<file path="config.mk">
export PLATFORM = sky130hd
export DESIGN_NAME = positional_list_engine_unit
export DESIGN_NICKNAME = d
export VERILOG_FILES = /design/src/sv/ple_pkg.sv /design/src/sv/ple_store.sv /design/src/sv/ple_ctrl.sv /design/src/sv/positional_list_engine_unit.sv
export SDC_FILE = /design/constraint.sdc
export NUM_CORES = 2
export LEC_CHECK = 0
export ABC_AREA = 1
export BUFFER_PORTS_ARGS = -buffer_cell sky130_fd_sc_hd__clkbuf_2
export CAP_MARGIN = 15
export CORE_MARGIN = 10
export CORE_UTILIZATION = 60
export DETAILED_ROUTE_END_ITERATION = 8
export PLACE_DENSITY = 0.83
export SYNTH_ARGS = -nofsm -noshare
export SYNTH_HDL_FRONTEND = slang
export SYNTH_SLANG_ARGS = --single-unit
</file>
<file path="constraint.sdc">
create_clock -name clock -period 5.2 [get_ports clock]
set_input_delay 0.26 -clock clock [delete_from_list [all_inputs] [get_ports clock]]
set_output_delay 0.26 -clock clock [all_outputs]
set_load 0.02 [all_outputs]
</file>
<file path="src/sv/ple_pkg.sv">
`timescale 1ns / 1ps
`default_nettype none

package ple_pkg;

   localparam int CAPACITY = 64;
   localparam int ADDR_W   = $clog2(CAPACITY);
   localparam int CNT_W    = $clog2(CAPACITY + 1);
   localparam int DATA_W   = 32;
   localparam int ACT_W    = 2;
   localparam int POS_W    = 7;
   localparam int STAT_W   = 2;
   localparam int LEN_W    = 7;
   localparam int CMP_W    = ((CNT_W > POS_W) ? CNT_W : POS_W) + 1;

   localparam logic [ACT_W-1:0] ACT_INSERT = 2'd0;
   localparam logic [ACT_W-1:0] ACT_DELETE = 2'd1;
   localparam logic [ACT_W-1:0] ACT_GET    = 2'd2;

   localparam logic [STAT_W-1:0] STAT_OK    = 2'd0;
   localparam logic [STAT_W-1:0] STAT_RANGE = 2'd1;
   localparam logic [STAT_W-1:0] STAT_FULL  = 2'd2;

   typedef struct packed {
      logic [ACT_W-1:0]         action;
      logic [POS_W-1:0]         position;
      logic signed [DATA_W-1:0] value_in;
   } req_type;

   typedef struct packed {
      logic [STAT_W-1:0]        status;
      logic signed [DATA_W-1:0] value_out;
      logic [LEN_W-1:0]         length;
   } rsp_type;

   typedef struct packed {
      logic              rd_en;
      logic [ADDR_W-1:0] rd_addr;
      logic              wr_en;
      logic [ADDR_W-1:0] wr_addr;
      logic [DATA_W-1:0] wr_data;
   } mem_req_type;

   typedef enum logic [2:0] {
      S_IDLE,
      S_DECODE,
      S_SHIFT,
      S_FLUSH,
      S_PLACE,
      S_DONE
   } state_type;

endpackage

`default_nettype wire

</file>
<file path="src/sv/ple_store.sv">
`timescale 1ns / 1ps
`default_nettype none

module ple_store (
   input  wire logic                     clock,
   input  wire ple_pkg::mem_req_type     mem_req,
   output logic [ple_pkg::DATA_W-1:0]    rd_data
);

   logic [ple_pkg::DATA_W-1:0] mem [ple_pkg::CAPACITY];
   logic [ple_pkg::DATA_W-1:0] rd_data_ff;

   always_ff @(posedge clock) begin
      if (mem_req.wr_en) begin
         mem[mem_req.wr_addr] <= mem_req.wr_data;
      end
   end

   always_ff @(posedge clock) begin
      if (mem_req.rd_en) begin
         rd_data_ff <= mem[mem_req.rd_addr];
      end
   end

   assign rd_data = rd_data_ff;

endmodule

`default_nettype wire

</file>
<file path="src/sv/ple_ctrl.sv">
`timescale 1ns / 1ps
`default_nettype none

module ple_ctrl (
   input  wire logic                     clock,
   input  wire logic                     reset,
   input  wire logic                     req_valid,
   output logic                          req_stall,
   input  wire ple_pkg::req_type         req_payload,
   input  wire logic                     rsp_free,
   output logic                          rsp_load,
   output ple_pkg::rsp_type              rsp_next,
   output ple_pkg::mem_req_type          mem_req,
   input  wire logic [ple_pkg::DATA_W-1:0] rd_data
);

   ple_pkg::state_type state_ff, state_in;

   logic [ple_pkg::CNT_W-1:0]  count_ff, count_in;
   logic [ple_pkg::ACT_W-1:0]  act_ff, act_in;
   logic [ple_pkg::POS_W-1:0]  pos_ff, pos_in;
   logic [ple_pkg::DATA_W-1:0] val_ff, val_in;
   logic [ple_pkg::ADDR_W-1:0] cur_ff, cur_in;
   logic [ple_pkg::ADDR_W-1:0] end_ff, end_in;
   logic [ple_pkg::ADDR_W-1:0] wr_addr_ff, wr_addr_in;
   logic                       up_ff, up_in;
   logic                       first_ff, first_in;
   logic                       pend_ff, pend_in;
   logic                       cap_ff, cap_in;
   logic [ple_pkg::DATA_W-1:0] result_ff, result_in;
   logic [ple_pkg::STAT_W-1:0] status_ff, status_in;

   logic [ple_pkg::CMP_W-1:0]  pos_x;
   logic [ple_pkg::CMP_W-1:0]  cnt_x;
   logic                       pos_nz;
   logic                       ok_ins;
   logic                       ok_rd;
   logic                       full;
   logic [ple_pkg::ADDR_W-1:0] p0;
   logic [ple_pkg::ADDR_W-1:0] last;
   logic [ple_pkg::ADDR_W-1:0] step_fwd;
   logic [ple_pkg::ADDR_W-1:0] step_back;

   // position checks against the current fill
   assign pos_x  = ple_pkg::CMP_W'(pos_ff);
   assign cnt_x  = ple_pkg::CMP_W'(count_ff);
   assign pos_nz = (pos_ff != '0);
   assign ok_ins = pos_nz && (pos_x <= cnt_x + ple_pkg::CMP_W'(1));
   assign ok_rd  = pos_nz && (pos_x <= cnt_x);
   assign full   = (cnt_x >= ple_pkg::CMP_W'(ple_pkg::CAPACITY));
   assign p0     = ple_pkg::ADDR_W'(pos_ff - ple_pkg::POS_W'(1));
   assign last   = ple_pkg::ADDR_W'(count_ff - ple_pkg::CNT_W'(1));

   // shared address stepper: walk down for insert, up for delete and get
   assign step_fwd  = up_ff ? cur_ff - ple_pkg::ADDR_W'(1) : cur_ff + ple_pkg::ADDR_W'(1);
   assign step_back = up_ff ? cur_ff + ple_pkg::ADDR_W'(1) : cur_ff - ple_pkg::ADDR_W'(1);

   always_ff @(posedge clock) begin
      if (reset) begin
         state_ff <= ple_pkg::S_IDLE;
         count_ff <= '0;
         pend_ff  <= 1'b0;
      end else begin
         state_ff <= state_in;
         count_ff <= count_in;
         pend_ff  <= pend_in;
      end
   end

   always_ff @(posedge clock) begin
      act_ff     <= act_in;
      pos_ff     <= pos_in;
      val_ff     <= val_in;
      cur_ff     <= cur_in;
      end_ff     <= end_in;
      wr_addr_ff <= wr_addr_in;
      up_ff      <= up_in;
      first_ff   <= first_in;
      cap_ff     <= cap_in;
      result_ff  <= result_in;
      status_ff  <= status_in;
   end

   always_comb begin
      state_in   = state_ff;
      count_in   = count_ff;
      act_in     = act_ff;
      pos_in     = pos_ff;
      val_in     = val_ff;
      cur_in     = cur_ff;
      end_in     = end_ff;
      wr_addr_in = wr_addr_ff;
      up_in      = up_ff;
      first_in   = first_ff;
      pend_in    = 1'b0;
      cap_in     = 1'b0;
      result_in  = result_ff;
      status_in  = status_ff;
      mem_req    = '0;
      req_stall  = 1'b1;
      rsp_load   = 1'b0;

      // retire the read issued last cycle: keep it as the result or move it
      if (pend_ff) begin
         if (cap_ff) begin
            result_in = rd_data;
         end else begin
            mem_req.wr_en   = 1'b1;
            mem_req.wr_addr = wr_addr_ff;
            mem_req.wr_data = rd_data;
         end
      end

      unique case (state_ff)
         ple_pkg::S_IDLE: begin
            req_stall = 1'b0;
            if (req_valid) begin
               act_in    = req_payload.action;
               pos_in    = req_payload.position;
               val_in    = req_payload.value_in;
               result_in = '0;
               state_in  = ple_pkg::S_DECODE;
            end
         end
         ple_pkg::S_DECODE: begin
            status_in = ple_pkg::STAT_RANGE;
            state_in  = ple_pkg::S_DONE;
            priority if (act_ff == ple_pkg::ACT_INSERT) begin
               if (ok_ins) begin
                  if (full) begin
                     status_in = ple_pkg::STAT_FULL;
                  end else if (pos_x == cnt_x + ple_pkg::CMP_W'(1)) begin
                     state_in = ple_pkg::S_PLACE;
                  end else begin
                     cur_in   = last;
                     end_in   = p0;
                     up_in    = 1'b1;
                     first_in = 1'b0;
                     state_in = ple_pkg::S_SHIFT;
                  end
               end
            end else if (act_ff == ple_pkg::ACT_DELETE || act_ff == ple_pkg::ACT_GET) begin
               if (ok_rd) begin
                  cur_in   = p0;
                  end_in   = (act_ff == ple_pkg::ACT_DELETE) ? last : p0;
                  up_in    = 1'b0;
                  first_in = 1'b1;
                  state_in = ple_pkg::S_SHIFT;
               end
            end else begin
               status_in = ple_pkg::STAT_RANGE;
            end
         end
         ple_pkg::S_SHIFT: begin
            mem_req.rd_en   = 1'b1;
            mem_req.rd_addr = cur_ff;
            pend_in         = 1'b1;
            cap_in          = first_ff;
            first_in        = 1'b0;
            wr_addr_in      = step_back;
            if (cur_ff == end_ff) begin
               state_in = ple_pkg::S_FLUSH;
            end else begin
               cur_in = step_fwd;
            end
         end
         ple_pkg::S_FLUSH: begin
            status_in = ple_pkg::STAT_OK;
            if (act_ff == ple_pkg::ACT_INSERT) begin
               state_in = ple_pkg::S_PLACE;
            end else begin
               if (act_ff == ple_pkg::ACT_DELETE) begin
                  count_in = count_ff - ple_pkg::CNT_W'(1);
               end
               state_in = ple_pkg::S_DONE;
            end
         end
         ple_pkg::S_PLACE: begin
            mem_req.wr_en   = 1'b1;
            mem_req.wr_addr = p0;
            mem_req.wr_data = val_ff;
            count_in        = count_ff + ple_pkg::CNT_W'(1);
            status_in       = ple_pkg::STAT_OK;
            state_in        = ple_pkg::S_DONE;
         end
         ple_pkg::S_DONE: begin
            if (rsp_free) begin
               rsp_load = 1'b1;
               state_in = ple_pkg::S_IDLE;
            end
         end
         default: begin
            state_in = ple_pkg::S_IDLE;
         end
      endcase
   end

   assign rsp_next.status    = status_ff;
   assign rsp_next.value_out = result_ff;
   assign rsp_next.length    = ple_pkg::LEN_W'(count_ff);

endmodule

`default_nettype wire

</file>
<file path="src/sv/positional_list_engine_unit.sv">
// Path per request: decode; a rejected request goes straight to the result, an insert at length + 1
//   goes straight to the place step; other inserts and deletes shift the elements from position to
//   the end, a get reads one element, each through the shift loop and a flush step; inserts then place.
// Throughput: one request at a time; the next is taken once the result is in the output
//   register. The rate is set by the shift loop, one element per cycle on the store's ports.
// Reset (synchronous, active high) empties the list and drops any pending result.
`timescale 1ns / 1ps
`default_nettype none

module positional_list_engine_unit (
   input  wire logic             clock,
   input  wire logic             reset,
   input  wire logic             req_valid,
   output logic                  req_stall,
   input  wire ple_pkg::req_type req_payload,
   output logic                  rsp_valid,
   input  wire logic             rsp_stall,
   output ple_pkg::rsp_type      rsp_payload
);

   ple_pkg::mem_req_type       mem_req;
   logic [ple_pkg::DATA_W-1:0] rd_data;
   ple_pkg::rsp_type           rsp_next;
   logic                       rsp_load;
   logic                       rsp_free;

   logic                       rsp_valid_ff, rsp_valid_in;
   ple_pkg::rsp_type           rsp_data_ff, rsp_data_in;

   // element storage: one read and one write port, registered read data
   ple_store u_store (
      .clock   (clock),
      .mem_req (mem_req),
      .rd_data (rd_data)
   );

   // sequencer: decode, shift elements one place a cycle, place or retire, report
   ple_ctrl u_ctrl (
      .clock       (clock),
      .reset       (reset),
      .req_valid   (req_valid),
      .req_stall   (req_stall),
      .req_payload (req_payload),
      .rsp_free    (rsp_free),
      .rsp_load    (rsp_load),
      .rsp_next    (rsp_next),
      .mem_req     (mem_req),
      .rd_data     (rd_data)
   );

   // output register: free when empty or when its beat leaves this cycle
   assign rsp_free = !rsp_valid_ff || !rsp_stall;

   always_comb begin
      rsp_valid_in = rsp_valid_ff;
      rsp_data_in  = rsp_data_ff;
      if (rsp_load) begin
         // load the finished result
         rsp_valid_in = 1'b1;
         rsp_data_in  = rsp_next;
      end else if (!rsp_stall) begin
         // drop the beat once taken
         rsp_valid_in = 1'b0;
      end
   end

   always_ff @(posedge clock) begin
      if (reset) begin
         rsp_valid_ff <= 1'b0;
      end else begin
         rsp_valid_ff <= rsp_valid_in;
      end
   end

   always_ff @(posedge clock) begin
      rsp_data_ff <= rsp_data_in;
   end

   assign rsp_valid   = rsp_valid_ff;
   assign rsp_payload = rsp_data_ff;

endmodule

`default_nettype wire

</file>
## Yosys cells after proc, flatten, opt, wreduce, memory -nomap -nowiden

Memories as Yosys holds them, arrays and structs flattened. A register that Yosys moved wholly into a read port is not among the register bits.
Index checks and enable logic that the tools add are counted.

| storage, ports and cells | value |
|---|---|
| word-level logic and storage cells | 137 |
| memories kept | 1 |
| memory bits (writable) | 2048 |
| input bits | 45 |
| flip-flop bits (word level) | 149 |

Memory list:

| name | words | bits a word | rd ports | clocked after Yosys merged registers in | wr ports | line | source |
|---|---|---|---|---|---|---|---|
| u_store.mem | 64 | 32 | 1 | 1 | 1 | ple_store.sv:10 | `logic [ple_pkg::DATA_W-1:0] mem [ple_pkg::CAPACITY];` |

| cells by class | value |
|---|---|
| equality and inequality tests | 24 |
| mux-type cells | 64 |
| add/subtract/negate cells | 6 |
| reductions and logical operators | 21 |
| order comparisons | 3 |

Operator list:

| cell | count |
|---|---|
| $mux W32 | 4 |
| $mux W39 | 3 |
| $mux W6 | 16 |
| $mux W3 | 9 |
| $mux W1 | 21 |
| $mux W7 | 3 |
| $pmux W3 S6 | 1 |
| $pmux W7 S2 | 1 |
| $ne A2 B2 Y1 const B | 6 |
| $pmux W6 S2 | 1 |
| $reduce_and A6 Y1 | 2 |
| $sub A6 B1 Y6 const B | 2 |
| $reduce_bool A2 Y1 | 5 |
| $add A7 B1 Y8 const B | 1 |
| $eq A7 B8 Y1 | 1 |
| $le A7 B8 Y1 | 1 |
| $ne A2 B1 Y1 const B | 4 |
| $add A7 B1 Y7 const B | 1 |
| $ge A7 B7 Y1 const B | 1 |
| $le A7 B7 Y1 | 1 |
| $reduce_and A7 Y1 | 1 |
| $reduce_bool A7 Y1 | 1 |
| $sub A7 B1 Y7 const B | 1 |
| $add A6 B1 Y6 const B | 1 |
| 20 further kinds | 30 |

## Longest topological paths before layout

| depth | value |
|---|---|
| word-level depth | 7 |
| gate-level depth with buffers | 18 |

## Hierarchy

From an unflattened synthesis, not the netlist that was laid out.

| second synthesis, totals | value |
|---|---|
| cells, all modules | 7464 |
| area total of the unflattened synthesis | 90200.3 sq um |

Modules (own cells, without submodules):

| module | area an instance (sq um) | cells an instance | times used | seq. area each (sq um) |
|---|---|---|---|---|
| ple_store | 83106.0 | 6769 | 1 | 62459.9 |
| ple_ctrl | 5824.3 | 650 | 1 | 2772.7 |
| positional_list_engine_unit | 1270.0 | 45 | 1 | 1251.2 |

## Least setup slack after synthesis

OpenSTA, ideal clock, no wires.

| timing path | value |
|---|---|
| kind | reg-to-reg |
| start point | reg u_ctrl.pend_ff |
| end point | mem u_store.mem[0][2] (netlist bit), data pin |
| stages on the path, launching flop included | 6 |
| library setup time | 0.721 ns |
| arrival time | 3.715 ns |
| period minus slack after synthesis | 4.437 ns |
| required time | 4.479 ns |
| path slack | 0.763 ns |
| path through | dfxtp_1 inv_1 nor2_1 inv_1 clkbuf_1 o31ai_1 |

RTL lines:

| element | line | source |
|---|---|---|
| start, declared | ple_ctrl.sv:28 | `logic pend_ff, pend_in;` |
| start signal, assigned | ple_ctrl.sv:66 | `pend_ff <= pend_in;` |
| end, declared | ple_store.sv:10 |  |

## Worst setup path after layout

| timing path | value |
|---|---|
| start point | reg u_ctrl.state_ff[1] |
| end point | reg u_store.rd_data_ff (netlist bit u_store.rd_data[14]), read port of u_store.mem, data pin |

| between the ends | value |
|---|---|
| cells in the longest elaborated chain, start to end | 2 |

Ends and longest elaborated chain:

| element | line | source |
|---|---|---|
| start, declared | ple_ctrl.sv:17 | `ple_pkg::state_type state_ff, state_in;` |
| start signal, assigned | ple_ctrl.sv:60 | `state_ff <= ple_pkg::S_IDLE;` |
| start signal, assigned | ple_ctrl.sv:64 | `state_ff <= state_in;` |
| $eq A3 B2 Y1 | ple_ctrl.sv:114 | `unique case (state_ff)` |
| $mux W7 | ple_ctrl.sv:114 |  |
| end, declared | ple_store.sv:11 | `logic [ple_pkg::DATA_W-1:0] rd_data_ff;` |

No other way between the ends.
A chain may end at the register's enable or synchronous reset.

==> out/qor.txt <==
outcome - finished, final reports clean
Mean Syn Cell Area - 11.1 um2
top sig layer - met5
cells after synthesis - 8,464
pwr dens - 483 nW/um2
critical path, cell by cell - inv_2 > nor2_2 > nand2_4 > nor2_4 > buf_12 > buf_12 > nand2_1 > nand3_1 > nand3_1 > nand3_1 > nand3_1 > nand3_1 > nand2_1
Met2 Wirelength - 118,000 um
largest net degree at the start of global routing - 156
RePlAce Congestion - 0.947
cts repair resizes - 0
vias in the first global route - 63,071
syn_nets - 8,532
final hold violation count - 0
Post-synth EDFFs - 2,184
Metal-1 WL - 88,400 um
CP delay by family, top - simple AND/OR/NAND/NOR gates
max-cap violations - 0
GR Overflow Total - 0
CTS Buf Count - 211
first-pass GRT wire length - 388,000 um
Synth area leader - edfxtp_1
Vias - 65,129
io pins - 88
post-synthesis sequential area ratio - 70.7%
WP data required - 5.82 ns
DR iter-0 viols - 11,012
CP startpoint - u_ctrl.state_ff[1]$_SDFFE_PP0P_
fill count - 10,130
nets@finish - 8,588
Placed Instance Area - 97,700 um2
R2R Setup Slk - 1.13 ns
DR DRC count - 0
Ys Warns - 0
Startpoint Class - register
die area - 173,000 um2
crit path to - u_store.rd_data[14]$_DFFE_PP_
post-route setup TNS - 0 ns
min-delay worst type - in2reg
Max Root-Sink Buffers - 3
met3 wire len - 36,800 um
Max VDD drop - 0.311 mV
RSZ-0062 raised after global routing - no
Routed Wire Length - 265,000 um
Clock transition at path regs - 0.07 ns
Avg WL per Cell - 24.6 um
Via-to-Cell Ratio - 6.05
r2r endpoint - u_store.rd_data[14]$_DFFE_PP_
root buf cell - clkbuf_16
starting density of the core - 60.3%
Post-synth top flop - edfxtp_1
Final Setup Violations - 0
CP Class - reg2reg
Slew headroom - 11.1%
# clock sinks - 2,229
Antenna Nets Post-Route - 0
Cell Rows - 145
dominant cells by area after synthesis - edfxtp_1 70%, nand2_1 9.8%, nand3_1 7.2%
Final period util - 78.2%
Detailed Routing Iterations Pass 1 - 7
peak per-stage delay on the critical path - 1.05 ns
library cells used by synthesis - 40
post-route cell area - 105,000 um2
H-tree levels - 4
slowest stage cell, crit path - nor2_4
final core utilization - 67.2%
post-synth top area share - 69.8%
PortBufs - 87
fmax - 246 MHz
register bit total from synthesis - 2,229
CTS tree - built
Tmin final - 4.07 ns
antenna violations before repair - 6
Worst Tran Pin Value - 1.33 ns
share of post-route cells with drive strength above 1 - 8.01%
buffers and inverters on the worst path - 3
PnR worst setup slack - 1.13 ns
leakage power - 42.2 nW
Die Y - 416 um
FFs w/ async S/R, synth - 0%
Post-synth top cells - 2,459 x nand2_1, 2,184 x edfxtp_1, 1,357 x nand3_1, 1,269 x inv_1, 355 x o211ai_1
Tot Pwr - 50.7 mW
reg2reg start - u_ctrl.state_ff[1]$_SDFFE_PP0P_
Setup Skew - 0.0622 ns
Die X - 416 um
count leader, synth - nand2_1
dpl ws - 1.19 ns
CORE AREA - 156,000 um2
gr usage total - 29.9%
Levels on crit path - 13
cell repeated most along the worst path - nand3_1
Pins Over Slew Limit - 0
worst-path maximum fanout - 37
DP Wirelength - 151,000 um
Mapped Area - 94,000 um2
CP Capture Type - register
worst-case reg-to-reg path depth - 13
Worst Path Arrival - 4.68 ns
area delta synth->final - 11.6%
Clk Latency, worst-skew pair - 0.89 ns
[sequential cells by signal (all words and copies together), names as in the netlist, 2 cells and up]
signal,flops
u_ctrl.end_ff,6
u_ctrl.state_ff,3
u_ctrl.val_ff,32
u_ctrl.pos_ff,7
rsp_payload,41
u_ctrl.cur_ff,6
u_ctrl.result_ff,32
u_ctrl.act_ff,2
u_ctrl.status_ff,2
u_store.rd_data,32
u_store.mem,2048
u_ctrl.count_ff,7
u_ctrl.wr_addr_ff,6
[worst reg2reg max path: cells and delay by family (launching register included)]
| family | cells | cell delay [ns] |
|---|---|---|
| simple gates | 10 | 2.83 |
| buf+inv | 3 | 0.56 |
| flops | 1 | 0.44 |
[stage by stage]
step / hold WS [ns] / cells
2_1_floorplan: 0.329 / 8464
3_3_place_gp: 0.407 / 10317
3_5_place_dp: 0.417 / 10318
4_1_cts: 0.0423 / 10756
5_1_grt: 0.104 / 10758
6_report: 0.105 / 10764
[power by group]
group	internal [mW]	switching, mW
Clock	8.21	6.79
Combinational	2.75	10.6
Sequential	22.1	0.315
[cell type report]
class / instances / area [um2] / area share, %
Antenna cell: 6 / 15.0 / 0.0143
Clock buffer: 252 / 5480 / 5.22
Clock inverter: 141 / 1260 / 1.20
Inverter: 1279 / 4820 / 4.59
Multi-Input combinational cell: 4490 / 21600 / 20.6
Sequential cell: 2229 / 66500 / 63.4
Tap cell: 2058 / 2570 / 2.45
Timing Repair Buffer: 309 / 2710 / 2.59
[kinds of logic (layout without fill, tap and decap cells)]
kind of cell	Yosys count	after routing	share of synthesized area, %
simple gates	3947	3947	17.7
flops	2229	2229	70.7
buf+inv	1745	1981	7.36
compound gates	492	492	3.68
xor+xnor	27	27	0.252
fa+ha+maj	23	23	0.306
mux	1	1	0.0106
other cells	0	6	0
[cell usage in the layout, fill, tap and decap left out, types with 8 or more instances in the layout]
cell	n
clkbuf_2	87
o31ai_4	32
clkinv_2	48
xor2_1	20
nand3_1	1357
nand2_1	2452
clkbuf_1	38
o21ai_0	74
bufinv_16	13
nor2_1	38
o211ai_1	355
buf_12	37
ha_1	23
inv_2	8
clkinvlp_4	8
nor2_4	73
buf_4	137
inv_1	1267
a21oi_1	15
dlygate4sd3_1	45
clkbuf_16	212
nand2_2	8
clkinv_1	52
edfxtp_1	2184
dfxtp_1	45
[layer usage]
metal	track usage [%]	up-vias
li1	-	28580
met1	37.4	30737
met2	45.5	4840
met3	8.08	968
met4	20.3	4
met5	0	-
[what timing repair did]
item,CTS,global route
hold endpoints to repair,53,0
buffers inserted,0,0
hold buffers,45,0
[worst min-delay path by stage]
stage	slack [ns]	cells after the start	endpoint	from
3_5_place_dp	0.42	0	rsp_payload[35]$_DFFE_PP_	u_ctrl.result_ff[28]$_DFF_P_
6_report	0.11	2	u_ctrl.val_ff[29]$_DFFE_PP_	req_payload[29]
4_1_cts	0.04	2	u_ctrl.val_ff[22]$_DFFE_PP_	req_payload[22]
3_3_place_gp	0.41	0	rsp_payload[40]$_DFFE_PP_	u_ctrl.status_ff[1]$_SDFFCE_PP0P_
5_1_grt	0.10	2	u_ctrl.val_ff[23]$_DFFE_PP_	req_payload[23]
2_1_floorplan	0.33	1	rsp_valid$_SDFFE_PP0P_	reset
Power figures use the tool's default switching activity.
